$ cat config.mk
export PLATFORM = sky130hd
export DESIGN_NAME = epag_fifo
export DESIGN_NICKNAME = d
export VERILOG_FILES = /design/src/hdl/ensemble_phase_axial_gradient_assert.svh /design/src/hdl/epag_fifo.sv
export SDC_FILE = /design/constraint.sdc
export NUM_CORES = 1
export LEC_CHECK = 0
export ABC_CLOCK_PERIOD_IN_PS = 2070
export BUFFER_PORTS_ARGS = -buffer_cell sky130_fd_sc_hd__buf_2
export CORE_MARGIN = 2
export CORE_UTILIZATION = 50
export CTS_CLUSTER_DIAMETER = 60
export DETAILED_ROUTE_END_ITERATION = 12
export PLACE_DENSITY = 0.73
export RECOVER_POWER = 25
export SLEW_MARGIN = 20
export SYNTH_ARGS = -nofsm -noshare
export SYNTH_HDL_FRONTEND = slang
export SYNTH_SLANG_ARGS = --single-unit
export TNS_END_PERCENT = 5
$ cat constraint.sdc
create_clock -name i_clk -period 2.07 [get_ports i_clk]
set_input_delay 0.621 -clock i_clk [delete_from_list [all_inputs] [get_ports i_clk]]
set_output_delay 0.621 -clock i_clk [all_outputs]
set_load 0.02 [all_outputs]
$ cat src/hdl/ensemble_phase_axial_gradient_assert.svh
// Assertion macros used by the gradient stage (epag_grad).
`ifndef ENSEMBLE_PHASE_AXIAL_GRADIENT_ASSERT_SVH
`define ENSEMBLE_PHASE_AXIAL_GRADIENT_ASSERT_SVH

// Same-cycle implication, checked out of reset.
`define EPAG_ASSERT_IMPLY(label, clk, rst_n, ante, cons, msg) \
    label: assert property (@(posedge clk) disable iff (!rst_n) (ante) |-> (cons)) \
        else $error(msg);

// Next-cycle implication, checked out of reset.
`define EPAG_ASSERT_NEXT(label, clk, rst_n, ante, cons, msg) \
    label: assert property (@(posedge clk) disable iff (!rst_n) (ante) |=> (cons)) \
        else $error(msg);

`endif

$ cat src/hdl/epag_fifo.sv
// Small register-based FIFO used for the job and result queues.
`timescale 1ns / 1ps
`default_nettype none

module epag_fifo #(
    parameter int WIDTH = 8,
    parameter int DEPTH = 4
) (
    input  wire logic             i_clk,
    input  wire logic             i_rst_n,
    input  wire logic             i_push,
    input  wire logic [WIDTH-1:0] i_data,
    output logic                  o_full,
    input  wire logic             i_pop,
    output logic [WIDTH-1:0]      o_data,
    output logic                  o_empty
);

    localparam int PTR_W = (DEPTH > 1) ? $clog2(DEPTH) : 1;
    localparam int CNT_W = $clog2(DEPTH + 1);

    logic [WIDTH-1:0] r_mem [DEPTH];
    logic [PTR_W-1:0] r_wr_ptr, r_rd_ptr;
    logic [CNT_W-1:0] r_count;
    logic             wr, rd;

    assign o_full  = (r_count == CNT_W'(DEPTH));
    assign o_empty = (r_count == '0);
    assign wr      = i_push && !o_full;
    assign rd      = i_pop && !o_empty;
    assign o_data  = r_mem[r_rd_ptr];

    always_ff @(posedge i_clk) begin
        if (!i_rst_n) begin
            r_wr_ptr <= '0;
            r_rd_ptr <= '0;
            r_count  <= '0;
        end else begin
            if (wr) begin
                r_wr_ptr <= (r_wr_ptr == PTR_W'(DEPTH - 1)) ? '0 : r_wr_ptr + PTR_W'(1);
            end
            if (rd) begin
                r_rd_ptr <= (r_rd_ptr == PTR_W'(DEPTH - 1)) ? '0 : r_rd_ptr + PTR_W'(1);
            end
            unique case ({wr, rd})
                2'b10:   r_count <= r_count + CNT_W'(1);
                2'b01:   r_count <= r_count - CNT_W'(1);
                default: r_count <= r_count;
            endcase
        end
    end

    always_ff @(posedge i_clk) begin
        if (wr) begin
            r_mem[r_wr_ptr] <= i_data;
        end
    end

endmodule

`default_nettype wire

## Yosys cells after proc, flatten, opt, wreduce, memory -nomap -nowiden

Memories as Yosys holds them, arrays and structs flattened. A register that Yosys moved wholly into a read port is not among the register bits.
Index checks and enable logic that the tools add are counted.
W data, S select, Z words.

| word-level totals | value |
|---|---|
| register bits after elaboration | 7 |
| bits in latches | 0 |
| memory bits (writable) | 32 |
| memory bits (read-only) | 0 |
| input port bits | 12 |
| output and inout port bits | 10 |
| logic and storage cells | 26 |
| memories kept | 1 |

Memory list:

| name | words | bits a word | rd ports | clocked after Yosys merged registers in | write ports | line | source |
|---|---|---|---|---|---|---|---|
| r_mem | 4 | 8 | 1 | 1 | 1 | epag_fifo.sv:22 | `logic [WIDTH-1:0] r_mem [DEPTH];` |

| cells by class | value |
|---|---|
| add/subtract/negate cells | 4 |
| multipliers | 0 |
| div/mod/pow operators | 0 |
| $lt $le $gt $ge | 0 |
| equal/unequal tests | 5 |
| shifts and indexed selects | 0 |
| mux-type cells | 7 |
| bitwise operators | 0 |
| reductions and logical operators | 6 |

Operators by type and width:

| cell | count |
|---|---|
| $mux W2 | 4 |
| $eq A2 B2 Y1 const B | 3 |
| $pmux W3 S2 | 1 |
| $add A2 B1 Y2 const B | 2 |
| $add A3 B1 Y3 const B | 1 |
| $eq A3 B3 Y1 const B | 1 |
| $logic_not A3 Y1 | 1 |
| $sub A3 B1 Y3 const B | 1 |
| $eq A2 B1 Y1 const B | 1 |
| $logic_and A1 B1 Y1 | 2 |
| $logic_not A1 Y1 | 2 |
| $mux W1 | 2 |
| $reduce_bool A2 Y1 | 1 |

## Longest topological paths before layout

| depth | value |
|---|---|
| word-level depth | 5 |
| gate-level depth with buffers | 10 |
| depth with buffers taken out | 9 |

## Least setup slack after synthesis

No wires, ideal clock.

| timing | value |
|---|---|
| path kind | reg-to-reg |
| start | reg r_count[2] |
| end | reg r_count[2] |
| library setup time | 0.076 ns |
| data arrival time | 2.163 ns |
| data required time | 1.994 ns |
| slack | -0.169 ns |
| cell stages (with the launch flop) | 11 |
| buffers on the path | 1 |
| clock period less this slack | 2.239 ns |
| cell sequence | dfxtp_1 > nor3b_2 > nor2b_1 > buf_2 > inv_1 > ha_1 > inv_1 > fa_1 > xor2_1 > or3_1 > a21boi_0 |

| on the way | value |
|---|---|
| cells in the longest elaborated chain, start to end | 5 |
| elaborated cells between the ends (all ways) | 12 |
| those cells by class | 2 x add/sub; 3 x eq/ne; 1 x mux; 6 x reduce/logical |

Ends and longest elaborated chain:

| item | line | source |
|---|---|---|
| start, declared | epag_fifo.sv:24 | `logic [CNT_W-1:0] r_count;` |
| start signal, assigned | epag_fifo.sv:46 | `2'b10: r_count <= r_count + CNT_W'(1);` |
| start signal, assigned | epag_fifo.sv:47 | `2'b01: r_count <= r_count - CNT_W'(1);` |
| start signal, assigned | epag_fifo.sv:48 | `default: r_count <= r_count;` |
| $eq A3 B3 Y1 * | epag_fifo.sv:27 | `assign o_full = (r_count == CNT_W'(DEPTH));` |
| via o_full | epag_fifo.sv:13 | `output logic o_full,` |
| $logic_not A1 Y1 * | epag_fifo.sv:29 | `assign wr = i_push && !o_full;` |
| $logic_and A1 B1 Y1 * | epag_fifo.sv:29 |  |
| $eq A2 B1 Y1 or $eq A2 B2 Y1 (tied branches) | epag_fifo.sv:45 | `unique case ({wr, rd})` |
| $pmux W3 S2 or $reduce_bool A2 Y1 (tied branches) | - |  |

Mark *: on every way through the listed nets, which the timed path passes. The rest lies on a longest branch.
A chain may end at the register's enable or synchronous reset.

==> results.toml <==
[pwr]
comb_power_share_pct = 30.7
intPower_mw = 1.664
power_density_mw_per_mm2 = 1184
p_clk_share_pct = 22.9
p_leak_nw = 0.7226
p_switching_mw = 0.6834
share_seq_of_total_power_pct = 46.4
vdd_ir_drop_max_mv = 0.5827
switching_share_pct = 29.11

[detailed_routing]
vias = 874
viasPerCell = 4.938
drt_drc_violations_left = 0
drtIter0Drc = 29
first_pass_iters = 4
ant_nets = 0
routedWlPerCell_microns = 14.88
routed_wl_mm = 2.634

[floorplan]
fp.dieW_microns = 61.34
io_pins = 22
start_util_pct = 52.98
dieArea_sq_mm = 0.003763
core_sq_mm = 0.003103
die_height_microns = 61.34
rows = 20

[layout]
layout_commonest_cell = "edfxtp_1"
final_layout_size_suffix_gt1_share_pct = 35.34
final_nets = 151
final_core_util_pct = 63.91
fin_cells = 177
area_delta_synth_final_pct = 20.62
nFillCells = 251
antenna_cells = 0
layout_common_cells = "edfxtp_1 (32), buf_2 (12), buf_4 (9)"
regArea_sq_mm = 0.001145
multiInputGateArea_sq_um = 480.5

[global_route]
antenna_found_initial = 0
grt_usage_pct = 16.56
grt_pass1_wl_mm = 4.091
grt_pass1_vias = 843
gr-total-overflow = 0
grt_max_degree = 13

[setup_path]
reg2reg_to = "r_count[2]"
worstSetupStartpointType = "register"
rr_startpoint = "r_count[2]"
required_ps = 1450
endpoint = "o_data[5]"
path_class = "reg2out"
r2r_cells = 9
reg2reg_setup_slack_ps = 170
crit_arrival_ps = 1520
cp_max_fo = 6
worstSetupEndpointType = "primary output"

[sta]
worst_slew_pin_slew_ps = 416.7
max_freq_mhz = 468.0
rsz0062_at_grt = "yes"
slew_violations = 0
finalWorstSetupSlack_ps = -66.61
hold_violations = 0
setup_viol = 8
hold_ws_ps = 486.6
slew_headroom_pct = 72.18
fin_crit_ps = 2137
fin_crit_sh_pct = 103.2
skew_ps = 5.134

[synth]
syn_area_sq_mm = 0.001644
avgSynthCellArea_sq_um = 16.78
synth.distinct_cells = 22
syn_inst = 98
ys_seq_area_share_pct = 69.41
syn-num-nets = 117
synth-seq-cells = 41
yosysWarnings = 0

[clocking]
cts_buffer_depth = 2
cts.clk_slew.worst_paths_ps = 110
htreeDepth = 2
numCtsBuffers = 5
cts_tree = "built"
cts.sinks = 41
ctsHoldBuffers = 0
insertion_delay_ps = 350
cts-root-buf = "clkbuf_4"

[placement]
portBuffers = 21
dp_cells = 169
globalplace.congestion = 0.6953
dp_hpwl_mm = 1.919

[outcome]
failed_checks = "setup timing"
status = "finished with violations"

[worst_hold_path]
hold_class = "in2reg"

[flow_run]
cap_violations = 0
==> through the flow <==
step	setup slack (ps)	TNS [ps]	total power [mW]	cell area (sq um)
6_report	-66.61	-408.1	2.347	1983
3_3_place_gp	34.63	0	1.772	1886
5_1_grt	-136.0	-967.8	2.483	1983
2_1_floorplan	8.475	0	1.575	1670
4_1_cts	-97.29	-610.8	2.361	1982
3_5_place_dp	-42.52	-42.52	1.808	1886
==> power groups by stage <==
| stage | sequential, mW | clock, mW | combinational [mW] |
|---|---|---|---|
| CTS | 1.09 | 0.549 | 0.723 |
| finish | 1.09 | 0.536 | 0.721 |
| global route | 1.10 | 0.580 | 0.798 |
| detailed placement | 1.10 | 0 | 0.703 |
| global placement | 1.09 | 0 | 0.679 |
| floorplan | 1.07 | 0 | 0.502 |
==> cell usage after synthesis <==
cell type | count | area share [%]
edfxtp_1 | 32 | 58
or3_1 | 1 | 0.38
nand3_1 | 2 | 0.61
inv_1 | 7 | 1.6
xor2_1 | 1 | 0.53
nor3b_2 | 1 | 0.76
a21boi_0 | 1 | 0.46
nor2_1 | 2 | 0.46
nor2b_1 | 1 | 0.38
nand2_1 | 7 | 1.6
ha_1 | 6 | 4.6
clkbuf_1 | 2 | 0.46
o31ai_1 | 1 | 0.46
and2_1 | 6 | 2.3
o21ai_0 | 4 | 1.2
xnor2_1 | 1 | 0.53
mux2i_1 | 2 | 1.2
dfxtp_1 | 9 | 11
buf_2 | 2 | 0.61
nor3_1 | 1 | 0.30
fa_1 | 1 | 1.2
mux4_2 | 8 | 11
==> critical path, cell delays in order (launching register included) <==
cell,delay (ps)
dfxtp_2,360
buf_8,130
mux4_2,520
buf_6,150
==> state kept, by name, indices dropped and copies added (netlist names), named ones only <==
name / flops
r_rd_ptr: 2
r_mem: 32
r_count: 3
r_wr_ptr: 2
==> cell type report <==
type | instances | share of cell area [%]
Clock inverter | 1 | 1.514
Clock buffer | 7 | 2.776
Timing Repair Buffer | 31 | 9.653
Inverter | 7 | 1.325
Multi-Input combinational cell | 46 | 24.23
Sequential cell | 41 | 57.73
Tap cell | 44 | 2.776
==> layer usage <==
| metal | track usage (%) | up-vias | share of wire (%) |
|---|---|---|---|
| met5 | 0 | - | 0 |
| met4 | 8.207 | 0 | 2.1 |
| met3 | 6.303 | 6 | 4.0 |
| met2 | 27.96 | 14 | 52 |
| met1 | 18.37 | 423 | 42 |
| li1 | - | 431 | - |
==> repair_timing <==
| item | in CTS | in global routing |
|---|---|---|
| pin swaps | 0 | 0 |
| buffers inserted | 0 | 0 |
| endpoints found under the setup margin | 8 | 8 |
| endpoints found under the hold margin | 0 | 0 |
| resized for setup | 4 | 3 |
==> logic make-up (layout without fill, tap and decap cells) <==
| logic type | after synthesis | count (layout) | share of synthesized area, % |
|---|---|---|---|
| adders and majority gates | 7 | 7 | 5.784 |
| xor gates and xnor gates | 2 | 2 | 1.066 |
| muxes | 10 | 10 | 12.18 |
| buffers and inverters | 11 | 46 | 2.664 |
| AOI/OAI and AO/OA | 6 | 6 | 2.131 |
| DFF | 41 | 41 | 69.41 |
| and+or+nand+nor | 21 | 21 | 6.774 |
==> how the worst min path moves through the flow <==
stage	endpoint	depth (start not counted)	slack, ps	start
after floorplan	r_wr_ptr[1]	2	470	r_wr_ptr[1]
after global placement	r_wr_ptr[1]	2	480	r_wr_ptr[1]
after detailed placement	r_wr_ptr[1]	2	490	r_wr_ptr[1]
after CTS	r_mem[2][7]	1	470	i_data[7]
after global routing	r_mem[3][3]	1	480	i_data[3]
final	r_mem[2][3]	1	490	i_data[3]
Power figures use the tool's default switching activity.
