==> config.mk <==
export PLATFORM = sky130hd
export DESIGN_NAME = epag_front
export DESIGN_NICKNAME = d
export VERILOG_FILES = /design/src/hdl/ensemble_phase_axial_gradient_assert.svh /design/src/hdl/epag_pkg.sv /design/src/hdl/epag_front.sv
export SDC_FILE = /design/constraint.sdc
export NUM_CORES = 1
export LEC_CHECK = 0
export ABC_AREA = 1
export BUFFER_PORTS_ARGS = -buffer_cell sky130_fd_sc_hd__buf_2
export CORE_UTILIZATION = 63
export DETAILED_ROUTE_END_ITERATION = 8
export PLACE_DENSITY = 0.92
export SLEW_MARGIN = 20
export SYNTH_ARGS = -nofsm -noshare
export SYNTH_HDL_FRONTEND = slang
export SYNTH_SLANG_ARGS = --single-unit
==> constraint.sdc <==
create_clock -name i_clk -period 3.9 [get_ports i_clk]
set_input_delay 0.39 -clock i_clk [delete_from_list [all_inputs] [get_ports i_clk]]
set_output_delay 0.39 -clock i_clk [all_outputs]
set_load 0.01 [all_outputs]
==> src/hdl/ensemble_phase_axial_gradient_assert.svh <==
// Assertion macros used by the gradient stage (epag_grad).
`ifndef ENSEMBLE_PHASE_AXIAL_GRADIENT_ASSERT_SVH
`define ENSEMBLE_PHASE_AXIAL_GRADIENT_ASSERT_SVH

// Same-cycle implication, checked out of reset.
`define EPAG_ASSERT_IMPLY(label, clk, rst_n, ante, cons, msg) \
    label: assert property (@(posedge clk) disable iff (!rst_n) (ante) |-> (cons)) \
        else $error(msg);

// Next-cycle implication, checked out of reset.
`define EPAG_ASSERT_NEXT(label, clk, rst_n, ante, cons, msg) \
    label: assert property (@(posedge clk) disable iff (!rst_n) (ante) |=> (cons)) \
        else $error(msg);

`endif

==> src/hdl/epag_pkg.sv <==
// Shared constants and types for the phase-gradient estimator.
`timescale 1ns / 1ps
`default_nettype none

package epag_pkg;

    localparam int CFG_W = 7;
    localparam logic [CFG_W-1:0] ENS_LEN_RESET = 7'd8;

    // CORDIC: operands pre-shifted by PRESCALE, angle unit pi = 2^ZPI_EXP
    localparam int PRESCALE = 20;
    localparam int ZPI_EXP  = 30;
    localparam int Z_W      = 32;
    localparam int ATAN_LEN = 28;

    localparam logic signed [Z_W-1:0] Z_PI      = 32'sd1073741824;
    localparam logic signed [Z_W-1:0] Z_HALF_PI = 32'sd536870912;

    // atan(2^-i), pi = 2^30, rounded to nearest
    localparam logic [29:0] ATAN_TABLE [ATAN_LEN] = '{
        30'd268435456, 30'd158466703, 30'd83729454, 30'd42502378,
        30'd21333666,  30'd10677233,  30'd5339919,  30'd2670123,
        30'd1335082,   30'd667543,    30'd333772,   30'd166886,
        30'd83443,     30'd41722,     30'd20861,    30'd10430,
        30'd5215,      30'd2608,      30'd1304,     30'd652,
        30'd326,       30'd163,       30'd81,       30'd41,
        30'd20,        30'd10,        30'd5,        30'd3
    };

    // control that travels with a phase value from the CORDIC to the gradient stage
    typedef struct packed {
        logic valid;
        logic beam_end;
    } t_phase_ctl;

endpackage

`default_nettype wire

==> src/hdl/epag_front.sv <==
// Front end: ensemble accumulation, length register and depth-close detection.
`timescale 1ns / 1ps
`default_nettype none

module epag_front #(
    parameter int SAMPLE_BITS  = 16,
    parameter int MAX_ENSEMBLE = 64,
    parameter int SUM_W        = 22
) (
    input  wire logic                          i_clk,
    input  wire logic                          i_rst_n,
    input  wire logic                          i_accept,
    input  wire logic signed [SAMPLE_BITS-1:0] i_sample_real,
    input  wire logic signed [SAMPLE_BITS-1:0] i_sample_imag,
    input  wire logic                          i_beam_end,
    input  wire logic                          i_cfg_wr_en,
    input  wire logic [epag_pkg::CFG_W-1:0]    i_cfg_wr_data,
    output logic                               o_job_push,
    output logic signed [SUM_W-1:0]            o_job_real,
    output logic signed [SUM_W-1:0]            o_job_imag,
    output logic                               o_job_end
);

    import epag_pkg::*;

    localparam int CNT_W = $clog2(MAX_ENSEMBLE + 1);
    localparam int CMP_W = (CNT_W > CFG_W) ? CNT_W : CFG_W;
    localparam logic [CMP_W-1:0] MAX_LEN = CMP_W'(MAX_ENSEMBLE);

    logic [CFG_W-1:0]        r_ens_len;
    logic signed [SUM_W-1:0] r_sum_real, r_sum_imag, n_sum_real, n_sum_imag;
    logic [CNT_W-1:0]        r_count, n_count;
    logic [CMP_W-1:0]        len_ext, len_eff;
    logic                    close;

    always_comb begin
        len_ext = CMP_W'(r_ens_len);
        priority if (len_ext == '0) begin
            len_eff = CMP_W'(1);
        end else if (len_ext > MAX_LEN) begin
            len_eff = MAX_LEN;
        end else begin
            len_eff = len_ext;
        end
        n_sum_real = r_sum_real + SUM_W'(i_sample_real);
        n_sum_imag = r_sum_imag + SUM_W'(i_sample_imag);
        n_count    = r_count + CNT_W'(1);
        // a shortened length closes the depth as soon as the count reaches it
        close      = (CMP_W'(n_count) >= len_eff) || i_beam_end;
    end

    assign o_job_push = i_accept && close;
    assign o_job_real = n_sum_real;
    assign o_job_imag = n_sum_imag;
    assign o_job_end  = i_beam_end;

    always_ff @(posedge i_clk) begin
        if (!i_rst_n) begin
            r_ens_len  <= ENS_LEN_RESET;
            r_sum_real <= '0;
            r_sum_imag <= '0;
            r_count    <= '0;
        end else begin
            if (i_cfg_wr_en) begin
                r_ens_len <= i_cfg_wr_data;
            end
            if (i_accept) begin
                if (close) begin
                    r_sum_real <= '0;
                    r_sum_imag <= '0;
                    r_count    <= '0;
                end else begin
                    r_sum_real <= n_sum_real;
                    r_sum_imag <= n_sum_imag;
                    r_count    <= n_count;
                end
            end
        end
    end

endmodule

`default_nettype wire

### Word-level counts from Yosys, hierarchy flattened

Cells that the tools add are included.
W data, S select, Z words.

| word-level totals | value |
|---|---|
| input bits | 44 |
| logic and storage cells | 17 |
| register bits | 58 |
| output and inout port bits | 46 |

| cells by class | value |
|---|---|
| magnitude comparators | 2 |
| reductions and logical operators | 3 |
| muxes and demuxes | 5 |
| $add $sub $neg | 3 |

Operators with widths:

| cell | number |
|---|---|
| $add A22 B16 Y22 | 2 |
| $mux W22 | 2 |
| $mux W7 | 3 |
| $add A7 B1 Y7 const B | 1 |
| $ge A7 B7 Y1 | 1 |
| $gt A7 B7 Y1 const B | 1 |
| $logic_not A7 Y1 | 1 |
| $logic_and A1 B1 Y1 | 1 |
| $logic_or A1 B1 Y1 | 1 |

### Logic depth before layout (Yosys ltp)

| depth | value |
|---|---|
| word-level depth | 6 |
| depth in mapped cells | 14 |
| mapped depth without buffers | 14 |

### Least setup slack after synthesis

No wires, ideal clock.

| timing | value |
|---|---|
| path type | register to output |
| start | reg r_count[0] |
| end | out o_job_push |
| path slack | 1622 ps |
| data required time | 3510 ps |
| cell stages (with the launch flop) | 11 |
| arrival | 1888 ps |
| path buffers | 0 |
| cells stage by stage | dfxtp_1 -> ha_1 -> nand3_1 -> nor2_1 -> xor2_1 -> ha_1 -> a21oi_2 -> o21a_1 -> nand3_2 -> o21ai_4 -> inv_1 |

| between the ends | value |
|---|---|
| cells in the longest elaborated chain, start to end | 4 |

Ends and longest elaborated chain:

| element | RTL line | text |
|---|---|---|
| start: declaration | epag_front.sv:32 | `logic [CNT_W-1:0] r_count, n_count;` |
| start signal: assignment | epag_front.sv:75 | `r_count <= n_count;` |
| $add A7 B1 Y7 | epag_front.sv:47 | `n_count = r_count + CNT_W'(1);` |
| $ge A7 B7 Y1 | epag_front.sv:49 | `close = (CMP_W'(n_count) >= len_eff) \|\| i_beam_end;` |
| $logic_or A1 B1 Y1 | epag_front.sv:49 |  |
| $logic_and A1 B1 Y1 | epag_front.sv:52 | `assign o_job_push = i_accept && close;` |
| end: declaration | epag_front.sv:18 | `output logic o_job_push,` |

Every way passes these cells.

### Worst setup path after layout

Ends and elaborated chain as after synthesis.

==> run summary <==
Drt
- WL/cell: 12.74 µm
- drc violations: 0
- Routed Wire Length: 13.96 mm
- number of DRC markers after the initial detailed-route iteration: 339
- sum of routed wire segments on met1: 5.812 mm
- met3 wire length: 826 µm
- uppermost layer routed: met4
- vias per std cell: 5.445
- drt first pass iters: 5
- sum of met2 wire segment lengths after detailed routing: 6.692 mm
- count of vias placed by the detailed router: 5968
- post-detailed-route count of antenna-violating nets: 0

Finish
- most common cell after layout, fill and taps aside: nand2_1
- Layout Nets: 1082
- most used cells in the layout excluding fill and tap cells: nand2_1, inv_1, buf_2
- post-synthesis to final-layout area growth: 13.34%
- antenna cells: 0
- number of fill cells in the layout: 718
- design area: 0.006155 mm²
- register cell area after layout: 0.001161 mm²
- fraction of final layout cells sized beyond drive strength 1: 0.1625
- multi-input gate area in the final layout: 0.003721 mm²

GRT
- global-route wire length before repair: 22.63 mm
- Overflow after GRT: 0
- antenna violations before repair: 0
- pin count of the biggest net entering global routing: 51
- number of global-route vias before repair: 5472
- Global Route Usage Sum: 0.3162

Synth
- Avg Cell Area, Syn: 6.040 µm²
- post-synthesis net count: 995
- share of Yosys cell area claimed by the top area cell type: 0.2219
- sequential fraction of the synthesis area: 0.2138
- cell types with the largest area share after synthesis: nand2_1, dfxtp_1, ha_1
- dominant cell type by area after synthesis: nand2_1
- FF+latch count, synth: 58
- Syn. warnings: 0
- cell count after synthesis: 899
- Cell variety after synth: 34
- netlist area before placement: 0.005430 mm²

Timing
- Final min period: 3046 ps
- relative slew slack: 0.3799
- number of hold violations in the final report: 0
- endpoints failing setup: 0
- sum of negative setup slack: 0 ps
- Final Slew Violations: 0
- setup repair after global routing missed its margin: no
- Slew @ Worst Pin: 930.1 ps
- period utilization: 0.7809
- Worst Clk Skew: 9.288 ps
- maximum frequency from static timing analysis: 0.3283 GHz

Critical path
- crit path max fanout: 5
- critical path endpoint category: output port
- Worst R2R Path Depth: 11
- Worst EP arrival: 2660 ps
- r2r startpoint: r_count[0]
- setup slack of the worst register-to-register path: 1190 ps
- kind of critical path: flop to output port
- CP required: 3510 ps
- worst reg2reg endpoint: r_sum_imag[0]
- startpoint of the worst setup timing path: r_count[0]
- startpoint types: flop

Clocking
- maximum number of buffers from clock root to sink: 2
- TritonCTS clock tree: done
- number of levels in the clock H-tree: 3
- Post-CTS Resized: 0
- clock root buffer master: clkbuf_8
- count of hold-fix buffers inserted at cts: 0
- number of buffers created by CTS: 9
- clock sinks: 58
- clk slew on worst S/H paths: 70 ps
- Post-CTS Setup Repair Bufs: 0
- clock latency on the worst-skew pair: 350 ps

Floorplanning
- effective utilization at floorplan: 0.6543
- die footprint: 0.008995 mm²
- Site Rows: 33
- height of the chip: 94.84 µm
- core region area: 0.008299 mm²
- Top Ports: 90
- DIE WIDTH: 94.84 µm

Status
- outcome: completed

Pwr
- peak supply drop: 229.7 µV
- sequential cell fraction of total power: 0.315
- portion of total power attributed to the clock network: 0.299
- switching pwr: 788.0 µW
- fraction of power consumed by combinational cells: 0.385
- internal portion of total power: 1312 µW
- P_leak: 0.003483 µW
- total power density per cell area: 341.2 mW/mm²
- Net Sw Frac: 0.3752

Placement
- post-detailed-placement half-perimeter wirelength: 10.70 mm
- count of port buffers added during placement: 89
- placed cell area: 0.005936 mm²
- routability cong.: 0.9784

Run
- Maximum Capacitance Violations: 0

Worst hold path
- worst min-delay path category: primary input to flop
- endpoint of the worst hold-timing path: len_ext[2]
- number of stages on the worst hold path: 3
- Hold Path Origin: i_cfg_wr_data[2]

==> layer usage <==
layer  track usage  vias to the layer above
met2        0.5761                      242
met3       0.05958                       63
met4        0.1641                        0
met5             0                        -
li1              -                     3006
met1        0.3449                     2657
==> logic make-up (layout without fill, tap and decap cells) <==
group,Yosys count,count (layout),synth area share
AO/OA/AOI/OAI,87,87,0.1012
XOR/XNOR,21,21,0.03525
adder cells (fa/ha/maj),52,52,0.1226
buffers and inverters,138,230,0.1009
flip-flops,58,58,0.2138
AND/OR/NAND/NOR,543,543,0.4263
==> cell type report <==
cell class	count	area share
repair buffers	91	0.07481
clock buffers	11	0.02297
flip-flops and latches	58	0.1887
multi-input cells	703	0.6046
clock inverters	5	0.01260
inverters	123	0.07502
well taps	105	0.02135
==> through the flow <==
step | power [µW] | instances | worst slack, ps | util | hold slack (ps)
after floorplan | 1240 | 899 | 1622 | - | 449.1
after global placement | 1448 | 1080 | 1400 | 0.7152 | 459.3
after detailed placement | 1469 | 1080 | 1229 | 0.7152 | 462.3
after CTS | 2098 | 1096 | 861.7 | 0.7416 | 262.5
after global routing | 2221 | 1096 | 609.1 | 0.7416 | 277.5
final | 2100 | 1096 | 854.4 | 0.7416 | 267.8
==> flip-flops by register name, indices dropped and copies added, names as in the netlist <==
register	cells
r_count	7
r_sum_real	22
len_ext	7
r_sum_imag	22
==> power by group through the flow <==
stage / registers [µW] / logic, µW / clock network, µW
floorplan: 667 / 573 / 0
global placement: 673 / 776 / 0
detailed placement: 674 / 795 / 0
CTS: 661 / 803 / 634
global route: 666 / 903 / 652
finish: 662 / 809 / 629
==> worst max-delay path, stage by stage, from the launching register on <==
cell	delay, ps
dfxtp_1	400
ha_1	240
nand3_1	90
nor2_1	120
xor2_1	220
ha_1	300
a21oi_2	160
o21a_1	140
nand3_2	100
o21ai_4	230
inv_1	140
buf_2	160
==> synth_stat cells <==
| cell type | instances |
|---|---|
| buf_2 | 3 |
| nand2_1 | 321 |
| xnor2_1 | 5 |
| o21ai_0 | 14 |
| nand2_4 | 1 |
| buf_6 | 3 |
| o21a_1 | 1 |
| xor2_2 | 1 |
| buf_4 | 1 |
| nand3_2 | 4 |
| o21ai_4 | 1 |
| nand4_1 | 10 |
| fa_1 | 2 |
| nand3_1 | 75 |
| o21ai_1 | 1 |
| dfxtp_1 | 58 |
| nor3_1 | 4 |
| nor2_1 | 83 |
| ha_1 | 50 |
| buf_1 | 2 |
| o21bai_1 | 4 |
| a21oi_1 | 42 |
| nand2_2 | 7 |
| clkinv_1 | 3 |
| and2_1 | 12 |
| nor2_2 | 5 |
| clkbuf_1 | 6 |
| or2_2 | 12 |
| or2_0 | 2 |
| or2_1 | 1 |
| xor2_1 | 15 |
| nand3b_1 | 6 |
| inv_1 | 120 |
| a21oi_2 | 24 |
==> how the worst max path moves through the flow <==
| stage | slack [ps] | endpoint |
|---|---|---|
| after floorplan | 1620 | o_job_push |
| after global placement | 1400 | o_job_push |
| after detailed placement | 1230 | r_sum_imag[8] |
| after CTS | 860 | o_job_push |
| after global routing | 610 | o_job_push |
| final | 850 | o_job_push |
(Power assumes the default switching activity.)
