$ cat config.mk
export PLATFORM = sky130hd
export DESIGN_NAME = epag_grad
export DESIGN_NICKNAME = d
export VERILOG_FILES = /design/src/hdl/epag_pkg.sv /design/src/hdl/epag_grad.sv
export VERILOG_INCLUDE_DIRS = /design/src /design/src/hdl
export SDC_FILE = /design/constraint.sdc
export NUM_CORES = 1
export LEC_CHECK = 0
export ABC_AREA = 1
export BUFFER_PORTS_ARGS = -buffer_cell sky130_fd_sc_hd__buf_2
export CAP_MARGIN = 0
export CORE_MARGIN = 2
export CORE_UTILIZATION = 35
export DETAILED_ROUTE_END_ITERATION = 12
export PLACE_DENSITY_LB_ADDON = 0.08
export SLEW_MARGIN = 20
export SYNTH_ARGS = -nofsm -noshare
export SYNTH_HDL_FRONTEND = slang
export SYNTH_SLANG_ARGS = --single-unit
$ cat constraint.sdc
create_clock -name i_clk -period 3.34 [get_ports i_clk]
set_clock_uncertainty 0.15 [all_clocks]
set_input_delay 0.668 -clock i_clk [delete_from_list [all_inputs] [get_ports i_clk]]
set_output_delay 0.668 -clock i_clk [all_outputs]
set_load 0.02 [all_outputs]
$ cat src/hdl/ensemble_phase_axial_gradient_assert.svh
// Assertion macros used by the gradient stage (epag_grad).
`ifndef ENSEMBLE_PHASE_AXIAL_GRADIENT_ASSERT_SVH
`define ENSEMBLE_PHASE_AXIAL_GRADIENT_ASSERT_SVH

// Same-cycle implication, checked out of reset.
`define EPAG_ASSERT_IMPLY(label, clk, rst_n, ante, cons, msg) \
    label: assert property (@(posedge clk) disable iff (!rst_n) (ante) |-> (cons)) \
        else $error(msg);

// Next-cycle implication, checked out of reset.
`define EPAG_ASSERT_NEXT(label, clk, rst_n, ante, cons, msg) \
    label: assert property (@(posedge clk) disable iff (!rst_n) (ante) |=> (cons)) \
        else $error(msg);

`endif

$ cat src/hdl/epag_pkg.sv
// Shared constants and types for the phase-gradient estimator.
`timescale 1ns / 1ps
`default_nettype none

package epag_pkg;

    localparam int CFG_W = 7;
    localparam logic [CFG_W-1:0] ENS_LEN_RESET = 7'd8;

    // CORDIC: operands pre-shifted by PRESCALE, angle unit pi = 2^ZPI_EXP
    localparam int PRESCALE = 20;
    localparam int ZPI_EXP  = 30;
    localparam int Z_W      = 32;
    localparam int ATAN_LEN = 28;

    localparam logic signed [Z_W-1:0] Z_PI      = 32'sd1073741824;
    localparam logic signed [Z_W-1:0] Z_HALF_PI = 32'sd536870912;

    // atan(2^-i), pi = 2^30, rounded to nearest
    localparam logic [29:0] ATAN_TABLE [ATAN_LEN] = '{
        30'd268435456, 30'd158466703, 30'd83729454, 30'd42502378,
        30'd21333666,  30'd10677233,  30'd5339919,  30'd2670123,
        30'd1335082,   30'd667543,    30'd333772,   30'd166886,
        30'd83443,     30'd41722,     30'd20861,    30'd10430,
        30'd5215,      30'd2608,      30'd1304,     30'd652,
        30'd326,       30'd163,       30'd81,       30'd41,
        30'd20,        30'd10,        30'd5,        30'd3
    };

    // control that travels with a phase value from the CORDIC to the gradient stage
    typedef struct packed {
        logic valid;
        logic beam_end;
    } t_phase_ctl;

endpackage

`default_nettype wire

$ cat src/hdl/epag_grad.sv
// Back end: depth-to-depth phase difference and end-of-beam repeat.
`timescale 1ns / 1ps
`default_nettype none
`include "ensemble_phase_axial_gradient_assert.svh"

module epag_grad #(
    parameter int ANGLE_BITS = 16
) (
    input  wire logic                  i_clk,
    input  wire logic                  i_rst_n,
    input  wire epag_pkg::t_phase_ctl  i_ctl,
    input  wire logic [ANGLE_BITS-1:0] i_phase,
    output logic                       o_take,
    input  wire logic                  i_res_full,
    output logic                       o_res_push,
    output logic signed [ANGLE_BITS:0] o_res_grad,
    output logic                       o_res_last
);

    import epag_pkg::*;

    typedef enum logic [1:0] {
        DS_NEW,
        DS_ONE,
        DS_MANY
    } t_depth;

    t_depth                    r_depth;
    logic [ANGLE_BITS-1:0]     r_prev_mag;
    logic                      r_sec_vld;
    logic signed [ANGLE_BITS:0] r_sec_grad;
    logic signed [ANGLE_BITS:0] grad;

    // the repeated result has priority; no new phase while it waits
    assign o_take = i_ctl.valid && !r_sec_vld && !i_res_full;
    assign grad   = signed'({1'b0, i_phase}) - signed'({1'b0, r_prev_mag});

    always_comb begin
        priority if (r_sec_vld) begin
            o_res_push = !i_res_full;
            o_res_grad = r_sec_grad;
            o_res_last = 1'b1;
        end else if (o_take && (r_depth == DS_NEW)) begin
            // single-depth beam sends its phase magnitude
            o_res_push = i_ctl.beam_end;
            o_res_grad = signed'({1'b0, i_phase});
            o_res_last = 1'b1;
        end else if (o_take) begin
            o_res_push = 1'b1;
            o_res_grad = grad;
            o_res_last = 1'b0;
        end else begin
            o_res_push = 1'b0;
            o_res_grad = grad;
            o_res_last = 1'b0;
        end
    end

    always_ff @(posedge i_clk) begin
        if (!i_rst_n) begin
            r_depth    <= DS_NEW;
            r_sec_vld  <= 1'b0;
            r_prev_mag <= '0;
        end else begin
            if (r_sec_vld && !i_res_full) begin
                r_sec_vld <= 1'b0;
            end
            if (o_take) begin
                r_prev_mag <= i_phase;
                unique case (r_depth)
                    DS_NEW: begin
                        if (!i_ctl.beam_end) begin
                            r_depth <= DS_ONE;
                        end
                    end
                    DS_ONE, DS_MANY: begin
                        r_sec_grad <= grad;
                        if (i_ctl.beam_end) begin
                            r_sec_vld <= 1'b1;
                            r_depth   <= DS_NEW;
                        end else begin
                            r_depth <= DS_MANY;
                        end
                    end
                    default: r_depth <= DS_NEW;
                endcase
            end
        end
    end

    `EPAG_ASSERT_NEXT(a_beam_end_repeats, i_clk, i_rst_n, o_take && i_ctl.beam_end && (r_depth != DS_NEW), r_sec_vld && (r_depth == DS_NEW), "multi-depth beam end did not queue the repeat")
    `EPAG_ASSERT_NEXT(a_repeat_drains, i_clk, i_rst_n, r_sec_vld && !i_res_full, !r_sec_vld, "repeated result not released after transfer")
    `EPAG_ASSERT_IMPLY(a_no_push_when_full, i_clk, i_rst_n, o_res_push, !i_res_full, "result pushed into a full queue")

endmodule

`default_nettype wire

=== After elaboration in Yosys (flattened, before gate mapping) ===
Index checks and enable logic that the tools add are counted.

* Register bits: 36
* Latch bits: 0
* RAM bits: 0
* Memory bits (read-only): 0
* Bits of input ports: 21
* Output and inout port bits: 20
* Memories kept: 0

* $add $sub $neg: 1
* Multiply operators: 0
* Divide/modulo/power cells: 0
* Order comparisons: 0
* Equal/unequal tests: 3
* Shifts and indexed selects: 0
* Mux-type cells: 14
* Bitwise gates (word level): 0
* Reduce and logical (&&, ||, !) cells: 10

{| class="wikitable"
|+ Operators by type and width
! kind !! count
|-
| $mux W17 || 2
|-
| $sub A16 B16 Y17 || 1
|-
| $mux W1 || 9
|-
| $logic_and A1 B1 Y1 || 4
|-
| $mux W2 || 2
|-
| $pmux W2 S2 || 1
|-
| $reduce_and A3 Y1 || 1
|-
| $eq A2 B1 Y1 const B || 1
|-
| $eq A2 B2 Y1 const B || 1
|-
| $logic_not A1 Y1 || 2
|-
| $logic_not A2 Y1 || 1
|-
| $ne A2 B2 Y1 const B || 1
|-
| $reduce_and A2 Y1 || 1
|-
| $reduce_or A2 Y1 || 1
|}

=== Depth between registers and ports, before layout ===
* Word-level depth: 6
* Depth in mapped cells: 14
* Mapped depth without buffers: 14

=== Worst setup path before layout ===
No wires, ideal clock.

* Kind: input-to-output
* Start: in i_phase[0]
* End: out o_res_grad[6]
* Arrival time: 2.207 ns
* Required time: 2.522 ns
* Path slack: 0.315 ns
* Cell stages on the path: 11
* Buffers on the path: 0
* Cell sequence: inv_1 > ha_1 > fa_1 > inv_1 > nand3_1 > nand2_1 > nand2_1 > nand2_2 > xor2_2 > nor2_1 > o21ai_1

* Word-level cells in the longest chain between the ends: 3

{| class="wikitable"
|+ Ends and longest elaborated chain
! what !! line !! RTL
|-
| start: declaration || epag_grad.sv:12 || <nowiki>input wire logic [ANGLE_BITS-1:0] i_phase,</nowiki>
|-
| $sub A16 B16 Y17 || epag_grad.sv:36 || <nowiki>assign grad = signed'({1'b0, i_phase}) - signed'({1'b0, r_prev_mag});</nowiki>
|-
| named net grad[6] || epag_grad.sv:32 || <nowiki>logic signed [ANGLE_BITS:0] grad;</nowiki>
|-
| $mux W17 || epag_grad.sv:43 || <nowiki>end else if (o_take && (r_depth == DS_NEW)) begin</nowiki>
|-
| $mux W17 || epag_grad.sv:39 || <nowiki>priority if (r_sec_vld) begin</nowiki>
|-
| end: declaration || epag_grad.sv:16 || <nowiki>output logic signed [ANGLE_BITS:0] o_res_grad,</nowiki>
|}

The timed path passes the listed nets, and every way through them passes these cells.

=== Final worst setup path ===
* Start: in i_phase[0]
* End: out o_res_grad[14]

* Word-level cells in the longest chain between the ends: 3

{| class="wikitable"
|+ Ends and longest elaborated chain
! what !! line
|-
| $sub A16 B16 Y17 || epag_grad.sv:36
|-
| $mux W17 || epag_grad.sv:43
|-
| $mux W17 || epag_grad.sv:39
|}

Every way passes these cells.

==> flow_metrics.env <==
export IMPL_flow_area_growth_from_synthesis_pct=14.53
export IMPL_crit_path_end_kind="primary output"
export IMPL_synth_fa_ha_area_frac=0.08832
export IMPL_grt_use_total=0.1775
export IMPL_hold_buffers=0
export IMPL_yosysTopAreaCell="edfxtp_1"
export IMPL_layout_drive_gt1_share=0.1442
export IMPL_power_uw=1283
export IMPL_rsz0062_at_grt="false"
export IMPL_clock_sinks=36
export IMPL_synthMuxAreaShare=0
export IMPL_firstDrtPassIters=4
export IMPL_arrival_ns=2.35
export IMPL_die_x_um=90.77
export IMPL_num_rows=31
export IMPL_use_met3=0.03589
export IMPL_yosys_area_share_simple=0.2863
export IMPL_max_freq_ghz=0.3154
export IMPL_irDropWorstVdd_v=0.0001463
export IMPL_pre_cts_ws_ns=0.03748
export IMPL_h_tree_depth=2
export IMPL_dp_cells=520
export IMPL_synthXorXnorAreaFrac=0.02279
export IMPL_synthDistinctLibCells=31
export IMPL_ios=41
export IMPL_slew_violations=0
export IMPL_hp_class="flop to flop"
export IMPL_route_detailed_drc=0
export IMPL_grt_overflow_total=0
export IMPL_syn_nets=429
export IMPL_period_needed_ns=3.170
export IMPL_critPathRequiredTime_ns=2.52
export IMPL_worst_pin_slew_ns=0.7928
export IMPL_synth_common_cells="122 x nand2_1, 69 x inv_1, 35 x a21oi_1"
export IMPL_gr_max_usage_layer="met2"
export IMPL_use_met2=0.2674
export IMPL_synth_seq_cells=36
export IMPL_leakagePower_uw=0.001551
export IMPL_grt_pass1_wl_mm=11.56
export IMPL_drt_total_wl_mm=6.807
export IMPL_ant_nets=0
export IMPL_yosysMostFrequentCell="nand2_1"
export IMPL_gp_congestion=0.8296
export IMPL_synth_area_top_cells="edfxtp_1 19%, nand2_1 17%, dfxtp_1 14%"
export IMPL_io_buffers=40
export IMPL_clock_root_buffer="clkbuf_8"
export IMPL_syn_instance_count=390
export IMPL_max_slew_margin=0.4709
export IMPL_syn_area_um2=2635
export IMPL_ys_warn_count=0
export IMPL_dieArea_um2=8238
export IMPL_insertion_delay_ns=0.30
export IMPL_status="completed"
export IMPL_synth_edf_count=17
export IMPL_fin_nets=468
export IMPL_seq_area_frac_synth=0.3381
export IMPL_die_height_um=90.77
export IMPL_cts_buffer_depth=2
export IMPL_core_region_area_um2=7253
export IMPL_grtUsageMet1=0.2575
export IMPL_tritoncts="done"
export IMPL_async_flop_share=0
export IMPL_synth_top_family_by_area="simple AND/OR/NAND/NOR gates"
export IMPL_syn_avg_cell_area_um2=6.756
export IMPL_cts_buffers=5
export IMPL_synth_top_area_frac=0.1937
export IMPL_critPathMaxFanout=4
export IMPL_hold_slack_ns=0.3118
export IMPL_start_kind="primary input"
export IMPL_powerDensity_nw_per_um2=425.1
export IMPL_setup_violations=0
export IMPL_final_hold_viol_count=0
export IMPL_cts_clk_slew_worst_paths_ns=0.08
export IMPL_drv_cap=0
export IMPL_start_util=0.3633
export IMPL_post_dp_hpwl_mm=4.977
export IMPL_drt_iter0_markers=75
export IMPL_grt_pass1_vias=2306
export IMPL_tns_ns=0
export IMPL_grt_start_max_net_pins=29
export IMPL_diodes=0
export IMPL_finalCritPeriodShare=0.9492
export IMPL_final_instance_count_excl_fill=529
export IMPL_synth_ff_type="dfxtp_1"
export IMPL_antenna_found_initial=0
export IMPL_critPathKind="primary input to primary output"
export IMPL_detail_route_wl_per_cell_um=12.87
export IMPL_viasPerCell=4.656
export IMPL_synth_compound_area_frac=0.1363
export IMPL_fin_ws_ns=0.1696
export IMPL_via_count=2463
worst max-delay path: stages:
cell and delay [ns]:
buf_2 0.09, inv_1 0.05, ha_1 0.23, fa_2 0.36, inv_1 0.06, nand3_1 0.07
nand2_2 0.10, nand2_1 0.09, nand2_4 0.10, nand2_1 0.08, nand2_1 0.06, nand2_1 0.06
nand3_1 0.07, nand2_1 0.07, nand2_1 0.05, buf_2 0.15
flip-flops by register name (all words and copies together) (netlist names):
register / cells
r_sec_vld: 1
r_depth: 2
r_sec_grad: 17
r_prev_mag: 16
worst paths after layout:
check | from | endpoint | slack, ns | depth (start not counted)
max | i_phase[0] | o_res_grad[14] | 0.17 | 16
min reg2reg | r_prev_mag[8] | r_prev_mag[8] | 0.31 | 2
min | r_prev_mag[8] | r_prev_mag[8] | 0.31 | 2
max reg2reg | r_sec_vld | r_sec_grad[5] | 1.24 | 5
where the power goes:
part | switching, µW | total, µW | internal [µW] | leakage (µW)
combinational | 295 | 453 | 158 | 0.00120
sequential | 4.91 | 492 | 488 | 0.000310
clock | 169 | 337 | 169 | 0.0000455
total | 468 | 1280 | 815 | 0.00155
what timing repair did:
item | in CTS | in global routing
gates resized for setup | 0 | 4
setup endpoints to repair | 0 | 4
endpoints found under the hold margin | 0 | 0
setup buffers | 0 | 1
kinds of logic after synthesis:
logic type                 after synthesis
adders and majority gates               18
AOI/OAI and AO/OA                       68
buffers and inverters                   83
xor gates and xnor gates                 6
DFF                                     36
and+or+nand+nor                        179
placed cells by master, fill, tap and decap left out:
cell type  instances
a21boi_1           1
a21oi_1           35
a21oi_2            2
a31oi_1            3
and2_1             4
buf_2             39
buf_4              3
clkbuf_1           2
clkbuf_8           6
dfxtp_1           19
edfxtp_1          17
fa_2               1
ha_1              17
inv_1             69
inv_2              2
inv_4              2
nand2_1          121
nand2_2            2
nand2_4            3
nand3_1           22
nand4_1            2
nor2_1            21
nor2_8             1
nor3_1             3
o21ai_0           23
o21ai_1            2
o21bai_1           1
o31ai_1            1
xnor2_1            3
xor2_1             2
xor2_2             1
through the flow:
step | area, µm² | utilization
floorplan | 2635 | -
global placement | 2908 | 0.4009
detailed placement | 2908 | 0.4009
CTS | 2998 | 0.4133
global route | 3018 | 0.4161
finish | 3018 | 0.4161
cell type report:
class	instances	area (µm²)
Clock buffer	8	90.09
Tap cell	99	123.9
Timing Repair Buffer	42	217.7
Multi-Input combinational cell	271	1416
Inverter	73	279.0
Fill cell	798	4235
Sequential cell	36	890.9
metal layers:
| metal | up-vias | wire length, µm |
|---|---|---|
| li1 | 1311 | - |
| met1 | 1102 | 3502 |
| met2 | 43 | 2931 |
| met3 | 7 | 295 |
| met4 | 0 | 78 |
| met5 | - | 0 |
Note: power is estimated with default switching activity, not from simulation.
